**config.mk**
```make
export PLATFORM = sky130hd
export DESIGN_NAME = level_zone_color_cycler
export DESIGN_NICKNAME = d
export VERILOG_FILES = /design/src/design/lzcc_pkg.sv /design/src/design/lzcc_zone.sv /design/src/design/level_zone_color_cycler.sv
export SDC_FILE = /design/constraint.sdc
export NUM_CORES = 1
export LEC_CHECK = 0
export BUFFER_PORTS_ARGS = -buffer_cell sky130_fd_sc_hd__clkbuf_2
export CAP_MARGIN = 10
export CORE_MARGIN = 10
export CORE_UTILIZATION = 56
export CTS_CLUSTER_SIZE = 30
export DETAILED_ROUTE_END_ITERATION = 10
export PLACE_DENSITY = 0.79
export SLEW_MARGIN = 20
export SYNTH_ARGS = -nofsm -noshare
export SYNTH_HDL_FRONTEND = slang
export SYNTH_SLANG_ARGS = --single-unit
```
**constraint.sdc**
```tcl
create_clock -name clk -period 4.41 [get_ports clk]
set_input_delay 0.882 -clock clk [delete_from_list [all_inputs] [get_ports clk]]
set_output_delay 0.882 -clock clk [all_outputs]
set_load 0.1 [all_outputs]
```
**src/design/lzcc_pkg.sv**
```systemverilog
`timescale 1ns / 1ps

package lzcc_pkg;

  localparam int SampleWidth = 10;
  localparam int ThreshWidth = 4;
  localparam int CountWidth  = 4;
  localparam int ColorWidth  = 3;
  localparam int ZoneWidth   = 3;
  localparam int CfgIdxWidth = 2;

  typedef logic [SampleWidth-1:0] sample_t;
  typedef logic [ThreshWidth-1:0] thresh_t;
  typedef logic [CountWidth-1:0]  count_t;
  typedef logic [ColorWidth-1:0]  color_t;
  typedef logic [ZoneWidth-1:0]   zone_t;
  typedef logic [CfgIdxWidth-1:0] cfg_idx_t;

  // register indexes
  localparam cfg_idx_t REG_NEAR_THRESH = 2'd0;
  localparam cfg_idx_t REG_MID_THRESH  = 2'd1;
  localparam cfg_idx_t REG_FAR_THRESH  = 2'd2;

  localparam thresh_t NEAR_THRESH_RST = 4'd10;
  localparam thresh_t MID_THRESH_RST  = 4'd5;
  localparam thresh_t FAR_THRESH_RST  = 4'd2;

  // zone codes
  localparam zone_t ZONE_MIDDLE   = 3'd0;
  localparam zone_t ZONE_NEAR     = 3'd1;
  localparam zone_t ZONE_MID      = 3'd2;
  localparam zone_t ZONE_FAR      = 3'd3;
  localparam zone_t ZONE_FARTHEST = 3'd4;

  // zone boundaries, inclusive
  localparam sample_t MIDDLE_LO   = 10'h1FE;
  localparam sample_t MIDDLE_HI   = 10'h202;
  localparam sample_t NEAR_LO_LO  = 10'h181;
  localparam sample_t NEAR_LO_HI  = 10'h1FD;
  localparam sample_t NEAR_HI_LO  = 10'h203;
  localparam sample_t NEAR_HI_HI  = 10'h27F;
  localparam sample_t MID_LO_LO   = 10'h101;
  localparam sample_t MID_LO_HI   = 10'h180;
  localparam sample_t MID_HI_LO   = 10'h280;
  localparam sample_t MID_HI_HI   = 10'h2FF;
  localparam sample_t FAR_LO_LO   = 10'h081;
  localparam sample_t FAR_LO_HI   = 10'h100;
  localparam sample_t FAR_HI_LO   = 10'h300;
  localparam sample_t FAR_HI_HI   = 10'h37F;

  // led colors: bit0 red, bit1 green, bit2 blue
  localparam color_t COLOR_OFF    = 3'd0;
  localparam color_t COLOR_RED    = 3'd1;
  localparam color_t COLOR_GREEN  = 3'd2;
  localparam color_t COLOR_BLUE   = 3'd4;
  localparam color_t COLOR_PURPLE = 3'd5;
  localparam color_t COLOR_WHITE  = 3'd7;

  function automatic color_t next_color(input color_t c);
    color_t n;
    case (c)
      COLOR_RED:    n = COLOR_GREEN;
      COLOR_GREEN:  n = COLOR_BLUE;
      COLOR_BLUE:   n = COLOR_PURPLE;
      COLOR_PURPLE: n = COLOR_WHITE;
      default:      n = COLOR_RED;
    endcase
    return n;
  endfunction

endpackage

```
**src/design/lzcc_zone.sv**
```systemverilog
`timescale 1ns / 1ps

module lzcc_zone import lzcc_pkg::*; (
  input  sample_t sample,
  output zone_t   zone
);

  always_comb begin
    case (sample) inside
      [MIDDLE_LO:MIDDLE_HI]:                         zone = ZONE_MIDDLE;
      [NEAR_LO_LO:NEAR_LO_HI], [NEAR_HI_LO:NEAR_HI_HI]: zone = ZONE_NEAR;
      [MID_LO_LO:MID_LO_HI], [MID_HI_LO:MID_HI_HI]:     zone = ZONE_MID;
      [FAR_LO_LO:FAR_LO_HI], [FAR_HI_LO:FAR_HI_HI]:     zone = ZONE_FAR;
      default:                                       zone = ZONE_FARTHEST;
    endcase
  end

endmodule

```
**src/design/level_zone_color_cycler.sv**
```systemverilog
`timescale 1ns / 1ps

// level zone color cycler
// input channel: one 10-bit converter sample per word (in_valid / in_stall / sample),
//   one word per timer tick
// output channel: one result word per input word (out_valid / out_stall /
//   led_pattern, advanced, zone); led_pattern is the color after this tick
// config port: cfg_write with cfg_index 0 near, 1 mid, 2 far threshold, data in
//   cfg_data[3:0]; index 3 is ignored; write only while the block is idle
// path: a word passes through the input register, then the result register, where
//   out_valid rises; throughput one word per cycle while out_stall is low, set by the
//   combinational counter and color update between the two registers
// stall: a held result stays in the result register; one more word is taken into
//   the input register, after that in_stall follows out_stall
// reset: thresholds 10 / 5 / 2, tick counter 0, color all off, both stages empty
module level_zone_color_cycler import lzcc_pkg::*; (
  input  logic     clk,
  input  logic     rst,
  // input channel
  input  logic     in_valid,
  output logic     in_stall,
  input  sample_t  sample,
  // output channel
  output logic     out_valid,
  input  logic     out_stall,
  output color_t   led_pattern,
  output logic     advanced,
  output zone_t    zone,
  // config port
  input  logic     cfg_write,
  input  cfg_idx_t cfg_index,
  input  thresh_t  cfg_data
);

  // configuration registers
  thresh_t near_thresh;
  thresh_t mid_thresh;
  thresh_t far_thresh;

  // block state
  count_t tick_count;
  count_t tick_count_next;
  color_t color;
  color_t color_next;
  logic   adv_next;

  // input stage
  logic    s1_valid;
  sample_t s1_sample;
  zone_t   s1_zone;

  // stage handshake
  logic out_load;
  logic in_take;

  // counter work
  thresh_t                th;
  logic [CountWidth:0]    count_inc;
  logic                   over;

  assign out_load = s1_valid && (!out_valid || !out_stall);
  assign in_stall = s1_valid && !out_load;
  assign in_take  = in_valid && !in_stall;

  always_ff @(posedge clk) begin
    if (rst) begin
      near_thresh <= NEAR_THRESH_RST;
      mid_thresh  <= MID_THRESH_RST;
      far_thresh  <= FAR_THRESH_RST;
    end else if (cfg_write) begin
      case (cfg_index)
        REG_NEAR_THRESH: near_thresh <= cfg_data;
        REG_MID_THRESH:  mid_thresh  <= cfg_data;
        REG_FAR_THRESH:  far_thresh  <= cfg_data;
        default: ;
      endcase
    end
  end

  // input register
  always_ff @(posedge clk) begin
    if (rst) begin
      s1_valid <= 1'b0;
    end else if (!in_stall) begin
      s1_valid <= in_valid;
    end
  end

  always_ff @(posedge clk) begin
    if (in_take) begin
      s1_sample <= sample;
    end
  end

  lzcc_zone u_zone (
    .sample (s1_sample),
    .zone   (s1_zone)
  );

  // threshold for the current zone
  always_comb begin
    case (s1_zone)
      ZONE_NEAR: th = near_thresh;
      ZONE_MID:  th = mid_thresh;
      default:   th = far_thresh;
    endcase
  end

  // 5-bit increment so 16 always exceeds any threshold
  assign count_inc = {1'b0, tick_count} + {{CountWidth{1'b0}}, 1'b1};
  assign over      = count_inc > {1'b0, th};

  always_comb begin
    tick_count_next = tick_count;
    color_next      = color;
    adv_next        = 1'b0;
    case (s1_zone)
      ZONE_MIDDLE: begin
        tick_count_next = '0;
      end
      ZONE_FARTHEST: begin
        color_next = next_color(color);
        adv_next   = 1'b1;
      end
      default: begin
        if (over) begin
          color_next      = next_color(color);
          adv_next        = 1'b1;
          tick_count_next = '0;
        end else begin
          tick_count_next = count_inc[CountWidth-1:0];
        end
      end
    endcase
  end

  // state advances as the word moves into the result register
  always_ff @(posedge clk) begin
    if (rst) begin
      tick_count <= '0;
      color      <= COLOR_OFF;
    end else if (out_load) begin
      tick_count <= tick_count_next;
      color      <= color_next;
    end
  end

  // result register
  always_ff @(posedge clk) begin
    if (rst) begin
      out_valid <= 1'b0;
    end else if (!out_valid || !out_stall) begin
      out_valid <= s1_valid;
    end
  end

  always_ff @(posedge clk) begin
    if (out_load) begin
      led_pattern <= color_next;
      advanced    <= adv_next;
      zone        <= s1_zone;
    end
  end

  // farthest zone always advances, the middle never does
  assert property (@(posedge clk) disable iff (rst)
    out_valid && zone == ZONE_FARTHEST |-> advanced)
    else $error("farthest zone word without advance");

  assert property (@(posedge clk) disable iff (rst)
    out_valid && zone == ZONE_MIDDLE |-> !advanced)
    else $error("middle zone word advanced");

  // an advance always lands on a defined color
  assert property (@(posedge clk) disable iff (rst)
    out_valid && advanced |-> (led_pattern == COLOR_RED || led_pattern == COLOR_GREEN ||
      led_pattern == COLOR_BLUE || led_pattern == COLOR_PURPLE ||
      led_pattern == COLOR_WHITE))
    else $error("advance to undefined color");

  // input only waits behind a full input stage that cannot drain
  assert property (@(posedge clk) disable iff (rst)
    in_stall |-> s1_valid && out_valid && out_stall)
    else $error("input stalled with room downstream");

endmodule
```
# After elaboration in Yosys (flattened, before gate mapping)
# Cells that the tools add are included.
totals:
  register_bits: 38
  input_bits: 21
  out_inout_bits: 9
  wordCells: 73
classes:
  add_sub_neg: 1
  order_cmp: 15
  n_eq_ne: 9
  n_mux: 12
  bitwise_logic: 1
  reduce_logical: 24
ops:
  columns: ["op", "count"]
  rows:
  - ["<= comparator 10 bit (second input constant)", 4]
  - [">= comparator 10 bit (second input constant)", 3]
  - [">= comparator 10 x 9 -> 1 bit (second input constant)", 3]
  - ["<= comparator 10 x 9 -> 1 bit (second input constant)", 3]
  - ["one-hot mux 4 bit (2 select lines)", 2]
  - ["2-to-1 mux 3 bit", 5]
  - ["one-hot mux 3 bit (4 select lines)", 1]
  - [">= comparator 10 x 8 -> 1 bit (second input constant)", 1]
  - ["logical AND 1 bit", 10]
  - ["== test 3 bit (second input constant)", 3]
  - ["AND reduction 2 bit", 4]
  - ["== test 3 x 1 -> 1 bit (second input constant)", 2]
  - ["== test 3 x 2 -> 1 bit (second input constant)", 2]
  - ["one-hot mux 3 bit (2 select lines)", 1]
  - ["OR reduction 2 bit", 3]
  - ["adder 4 x 1 -> 5 bit (second input constant)", 1]
  - ["greater-than comparator 5 x 4 -> 1 bit", 1]
  - ["logical NOT 1 bit", 4]
  - ["2-to-1 mux 4 bit", 1]
  - ["logical NOT 3 bit", 1]
  - ["== test 2 x 1 -> 1 bit (second input constant)", 1]
  - ["== test 2 bit (second input constant)", 1]
  - ["logical NOT 2 bit", 1]
  - ["one-hot mux 1 bit (2 select lines)", 1]
  - ["3 further kinds", 3]

# Longest topological paths before layout
depth:
  ltp_word: 12
  depth_mapped: 13
  mapped_depth_nobuf: 13

# Cells and area by module
# A second synthesis with hierarchy kept.
unflattened:
  cells_unflattened: 162
  hier_area_um2: 1761.7
by_module_without_submodules:
  columns: ["module", "n_inst", "cells_per_inst", "area_each_um2", "seq_area_each_um2"]
  rows:
  - ["level_zone_color_cycler", 1, 147, 1650.3, 930.9]
  - ["lzcc_zone", 1, 15, 111.4, 0.0]

# Worst setup path after synthesis
# No wires, ideal clock.
synth_timing:
  path_type: "register to register"
  startpoint: "register s1_sample[4]"
  endpoint: "register led_pattern[2], data pin"
  setup_time_ns: 0.260
  t_arrival_ns: 3.735
  t_required_ns: 4.150
  setup_slack_ns: 0.415
  stages_incl_launch_ff: 14
  path_buffers: 0
  period_less_slack_ns: 3.995
  cell_sequence: "edfxtp_1 -> or4_4 -> or3_1 -> nor2b_1 -> a22o_1 -> nand2b_4 -> o221ai_1 -> ha_1 -> and3b_1 -> a2111oi_0 -> o21ai_0 -> a41oi_2 -> nor3_1 -> mux2_2"
synth_between:
  elab_chain_cells: 12
  elab_cells_between_ends: 36
  classes_between: "15 x order compare; 3 x eq/ne; 7 x mux; 11 x reduce/logical"
synth_rtl:
  columns: ["item", "line_no", "text"]
  rows:
  - ["start: declaration", "level_zone_color_cycler.sv:49", "sample_t s1_sample;"]
  - ["start signal: assignment", "level_zone_color_cycler.sv:91", "s1_sample <= sample;"]
  - [">= comparator 10 bit (no line) (tied with other cells)", null, null]
  - ["logical AND 1 bit (no line)", null, null]
  - ["OR reduction 2 bit", "lzcc_zone.sv:9", "case (sample) inside"]
  - ["2-to-1 mux 3 bit (3 in series)", "lzcc_zone.sv:9", null]
  - ["2-to-1 mux 3 bit *", "lzcc_zone.sv:9", null]
  - ["== test 3 x 2 -> 1 bit / == test 3 x 1 -> 1 bit (equally long branches)", "level_zone_color_cycler.sv:102", "case (s1_zone)"]
  - ["one-hot mux 4 bit (2 select lines)", "level_zone_color_cycler.sv:102", null]
  - ["greater-than comparator 5 x 4 -> 1 bit", "level_zone_color_cycler.sv:111", "assign over = count_inc > {1'b0, th};"]
  - ["2-to-1 mux 3 bit", "level_zone_color_cycler.sv:126", "if (over) begin"]
  - ["one-hot mux 3 bit (2 select lines) *", "level_zone_color_cycler.sv:117", "case (s1_zone)"]
  - ["via color_next[2]", "level_zone_color_cycler.sv:44", "color_t color_next;"]
  - ["end signal: assignment", "level_zone_color_cycler.sv:159", "led_pattern <= color_next;"]
  - ["end: declaration", "level_zone_color_cycler.sv:26", "output color_t led_pattern,"]
# Mark *: on every way through the listed nets, which the timed path passes. The rest lies on a longest branch.
# A chain may end at the register's enable or synchronous reset.

# Final worst setup path
# Ends and elaborated chain as after synthesis.

==> results_tabular.tex <==
\begin{tabular}{lr}
\hline
Metric & Value \\
\hline
\multicolumn{2}{l}{\textbf{Detailed routing}} \\
Via count & 1530 \\
Remaining antenna violation count & 0 \\
DRC violations left & 0 \\
Post-detailed-route wirelength per cell & 15.13 microns \\
First DRT Iteration DRCs & slightly above 80 \\
Vias per cell & slightly below 6 \\
Detailed Routing Iterations Pass 1 & 4 \\
Detailed Route WL & approximately 3.9 mm \\
\multicolumn{2}{l}{\textbf{Clocking}} \\
Num CTS Buffers & 5 \\
Number of buffers inserted by post-CTS setup repair & 0 \\
Resized cells post-CTS & 0 \\
Sinks on the clock net & 38 \\
Maximum buffer depth of the clock tree & 2 \\
Hold Buf Count CTS & 0 \\
Buffer type at the clock tree root & clkbuf\_4 \\
CTS tree & built \\
H-tree Lvls & 2 \\
Register clock-pin slew on the reported worst setup and hold paths & 0.11 ns \\
Clock Latency Late Sink & 0.35 ns \\
\multicolumn{2}{l}{\textbf{Synthesis}} \\
Synth top area share & 26.75\% \\
Post-synthesis sequential element count & 38 \\
Cell types with the largest area share after synthesis & edfxtp\_1, dfxtp\_1, mux2i\_1, nor2\_1, ha\_1 \\
Syn nets & between 200 and 250 \\
Portion of the post-synthesis area used by sequential elements & slightly below 50\% \\
Cell type with the highest aggregate area in the netlist & edfxtp\_1 \\
Number of enable-type register cells in the synthesized netlist & 17 \\
Synthesized cell area & 1908 sq um \\
Top\_reg\_cell synth & dfxtp\_1 \\
Post-synthesis cell type count & 46 \\
Synthesized area divided by synthesized cell count & 10.54 sq um \\
Fraction of registers with async set or reset after synthesis & 0\% \\
Warning count from the yosys run & 0 \\
Post-Synthesis Cells & $\sim$180 \\
\multicolumn{2}{l}{\textbf{Placed design}} \\
Port Buffer Count & 29 \\
DP Wirelength & 3.090 mm \\
Final GP Congestion & 0.8979 \\
\multicolumn{2}{l}{\textbf{Setup path}} \\
Maximum fanout along the worst path & 7 \\
Largest incremental delay on the critical path & 0.59 ns \\
Crit path to & led\_pattern[2] \\
Category of the worst setup path capture point & flop \\
Reg-to-reg critical path endpoint & led\_pattern[2] \\
Worst-case register-to-register setup slack & approximately 0.21 ns \\
Startpoint types & flop \\
Worst flop-to-flop path startpoint & s1\_sample[4] \\
Req. time, crit path & approximately 4.5 ns \\
List of cells traversed by the critical path & or4\_4 > or3\_1 > nor2b\_1 > a22o\_1 > nand2b\_4 > o221ai\_1 > ha\_1 > and3b\_1 > a2111oi\_0 > o21ai\_0 > a41oi\_2 > nor3\_1 > mux2\_2 \\
Crit path DAT & around 4.3 ns \\
Crit path from & s1\_sample[4] \\
Crit path kind & flop to flop \\
Depth of the most critical reg-to-reg path & 13 \\
Standard cell with the maximum stage delay on the critical path & or4\_4 \\
\multicolumn{2}{l}{\textbf{STA}} \\
Max Clock Freq & approximately 240 MHz \\
Shortest period the worst path allows & between 4 and 5 ns \\
Setup repair after global routing missed its margin & false \\
Hold slack final & 0.4911 ns \\
Hold Fails Final Rpt & 0 \\
Relative slew margins & between 40\% and 50\% \\
Number of slew-limit violations in the final report & 0 \\
Largest clock skew in the final design & roughly 0.012 ns \\
Tcrit/Tclk final & 95.13\% \\
Setup total negative slack & 0 ns \\
Least-Margin Pin Slew & 0.8342 ns \\
Final-report setup violation count & 0 \\
\multicolumn{2}{l}{\textbf{Floorplanning}} \\
Width of the chip & 78.37 microns \\
Vertical die dimension & 78.37 microns \\
Initial core utilization & 57.63\% \\
Core region area & 3311 sq um \\
Total die area & between 6000 and 7000 sq um \\
Boundary Pins & 30 \\
Std cell rows & 21 \\
\multicolumn{2}{l}{\textbf{Final layout}} \\
Count of nets after finishing & 240 \\
Relative area change from synthesis to final layout & 14.49\% \\
Fraction of final layout cells with drive strength greater than 1 & 22.79\% \\
Antenna diode count & 0 \\
\multicolumn{2}{l}{\textbf{Power}} \\
Largest voltage drop on the vdd net & 0.2367 mV \\
Switch Pwr & 211.8 uW \\
Share of total power in combinational logic & 17.6\% \\
Internal power summed over all cells & 551.0 uW \\
Net switching share of the total power & 27.77\% \\
PD cells & 349.2 nW/um\^{}2 \\
Share of total power in the clock network & between 30\% and 40\% \\
Seq pwr share & 52.4\% \\
Leak & between 0.0008 and 0.0009 uW \\
\multicolumn{2}{l}{\textbf{GRT}} \\
Vias in the first global route & 1528 \\
Total grt overflow & 0 \\
Initial antenna violation count & 0 \\
All-layer global routing usage & 13.13\% \\
Wire length of the first global-routing pass & 6.658 mm \\
Largest net degree at the start of global routing & 17 \\
\multicolumn{2}{l}{\textbf{Worst hold path}} \\
Worst min path class & flop to flop \\
\multicolumn{2}{l}{\textbf{Run status}} \\
Outcome & finished, final reports clean \\
\multicolumn{2}{l}{\textbf{Run}} \\
Max capacitance violation total & 0 \\
\hline
\end{tabular}
## worst min-delay path by stage
stage	from	end	cells past startpoint
final	tick_count[1]	tick_count[1]	2
after floorplan	mid_thresh[0]	mid_thresh[0]	2
after detailed placement	tick_count[1]	tick_count[1]	2
after global placement	mid_thresh[0]	mid_thresh[0]	2
after global routing	tick_count[3]	tick_count[3]	2
after CTS	tick_count[1]	tick_count[1]	2
## synth_stat cells (all sizes together), types with 2 or more instances
| cell | count |
|---|---|
| a21oi | 5 |
| a221o | 2 |
| a22o | 2 |
| and3b | 2 |
| and4b | 2 |
| clkbuf | 5 |
| dfxtp | 21 |
| edfxtp | 17 |
| ha | 5 |
| inv | 6 |
| mux2i | 13 |
| nand2 | 11 |
| nand2b | 9 |
| nand3 | 6 |
| nand3b | 4 |
| nand4 | 2 |
| nor2 | 19 |
| nor2b | 4 |
| nor3 | 8 |
| o21a | 4 |
| o21ai | 7 |
| o221ai | 3 |
| o31a | 2 |
| or4 | 2 |
| xor2 | 2 |
## area by class of cell
cell class              count  area, sq um
well taps                  46        57.56
flip-flops and latches     38        930.9
multi-input cells         132        935.9
inverters                   6        22.52
repair buffers             31        160.2
fillers                   280         1126
clock inverters             3        40.04
clock buffers               5        37.54
## cell families after synthesis
kind of cell | after synthesis | synth area share [%]
simple gates | 75 | 21.90
flops | 38 | 48.79
compound gates | 35 | 15.08
mux | 14 | 7.410
buf+inv | 11 | 2.164
fa+ha+maj | 5 | 3.279
xor+xnor | 3 | 1.377
## flip-flops by register name, indices dropped and copies added, names as in the netlist
signal,cells
out_valid,1
s1_valid,1
near_thresh,4
color,3
zone,3
advanced,1
s1_sample,10
tick_count,4
led_pattern,3
mid_thresh,4
far_thresh,4
## metrics by stage
stage | worst slack, ns | util (%) | instance area [sq um] | power (uW) | std cells
2_1_floorplan | 0.4154 | - | 1908 | 504.8 | 181
3_3_place_gp | 0.3353 | 63.42 | 2100 | 533.0 | 252
3_5_place_dp | 0.2587 | 63.42 | 2100 | 538.8 | 252
4_1_cts | 0.2093 | 65.76 | 2177 | 763.4 | 260
5_1_grt | 0.02588 | 65.99 | 2185 | 800.5 | 261
6_report | 0.2146 | 65.99 | 2185 | 762.8 | 261
## per-layer routing
layer,GRT usage [%],routed length [microns]
met1,14.55,1605
met2,22.70,2017
met3,5.125,247
met4,3.943,78
met5,0,0
## power groups by stage
| stage | clock [uW] | sequential, uW | combinational, uW |
|---|---|---|---|
| floorplan | 0 | 433 | 71.6 |
| global placement | 0 | 407 | 126 |
| detailed placement | 0 | 408 | 131 |
| CTS | 232 | 400 | 132 |
| global route | 252 | 402 | 146 |
| finish | 229 | 400 | 134 |
## worst max-delay path, delay by kind of cell, from the launching register on
kind                     cells  cell delay, ns
flip-flops                   1            0.40
multiplexers                 1            0.28
adder cells (fa/ha/maj)      1            0.30
AND/OR/NAND/NOR              6            1.57
AO/OA/AOI/OAI                5            1.42
## placed cells by master (no fill, tap or decap), drive strengths merged, types with 2 or more instances in the layout
| cell | count |
|---|---|
| a21oi | 5 |
| a221o | 2 |
| a22o | 2 |
| and3b | 2 |
| and4b | 2 |
| buf | 2 |
| clkbuf | 34 |
| clkinv | 2 |
| dfxtp | 21 |
| edfxtp | 17 |
| ha | 5 |
| inv | 6 |
| mux2i | 13 |
| nand2 | 11 |
| nand2b | 9 |
| nand3 | 6 |
| nand3b | 4 |
| nand4 | 2 |
| nor2 | 19 |
| nor2b | 4 |
| nor3 | 8 |
| o21a | 4 |
| o21ai | 7 |
| o221ai | 3 |
| o31a | 2 |
| or4 | 2 |
| xor2 | 2 |
(Power assumes the default switching activity.)
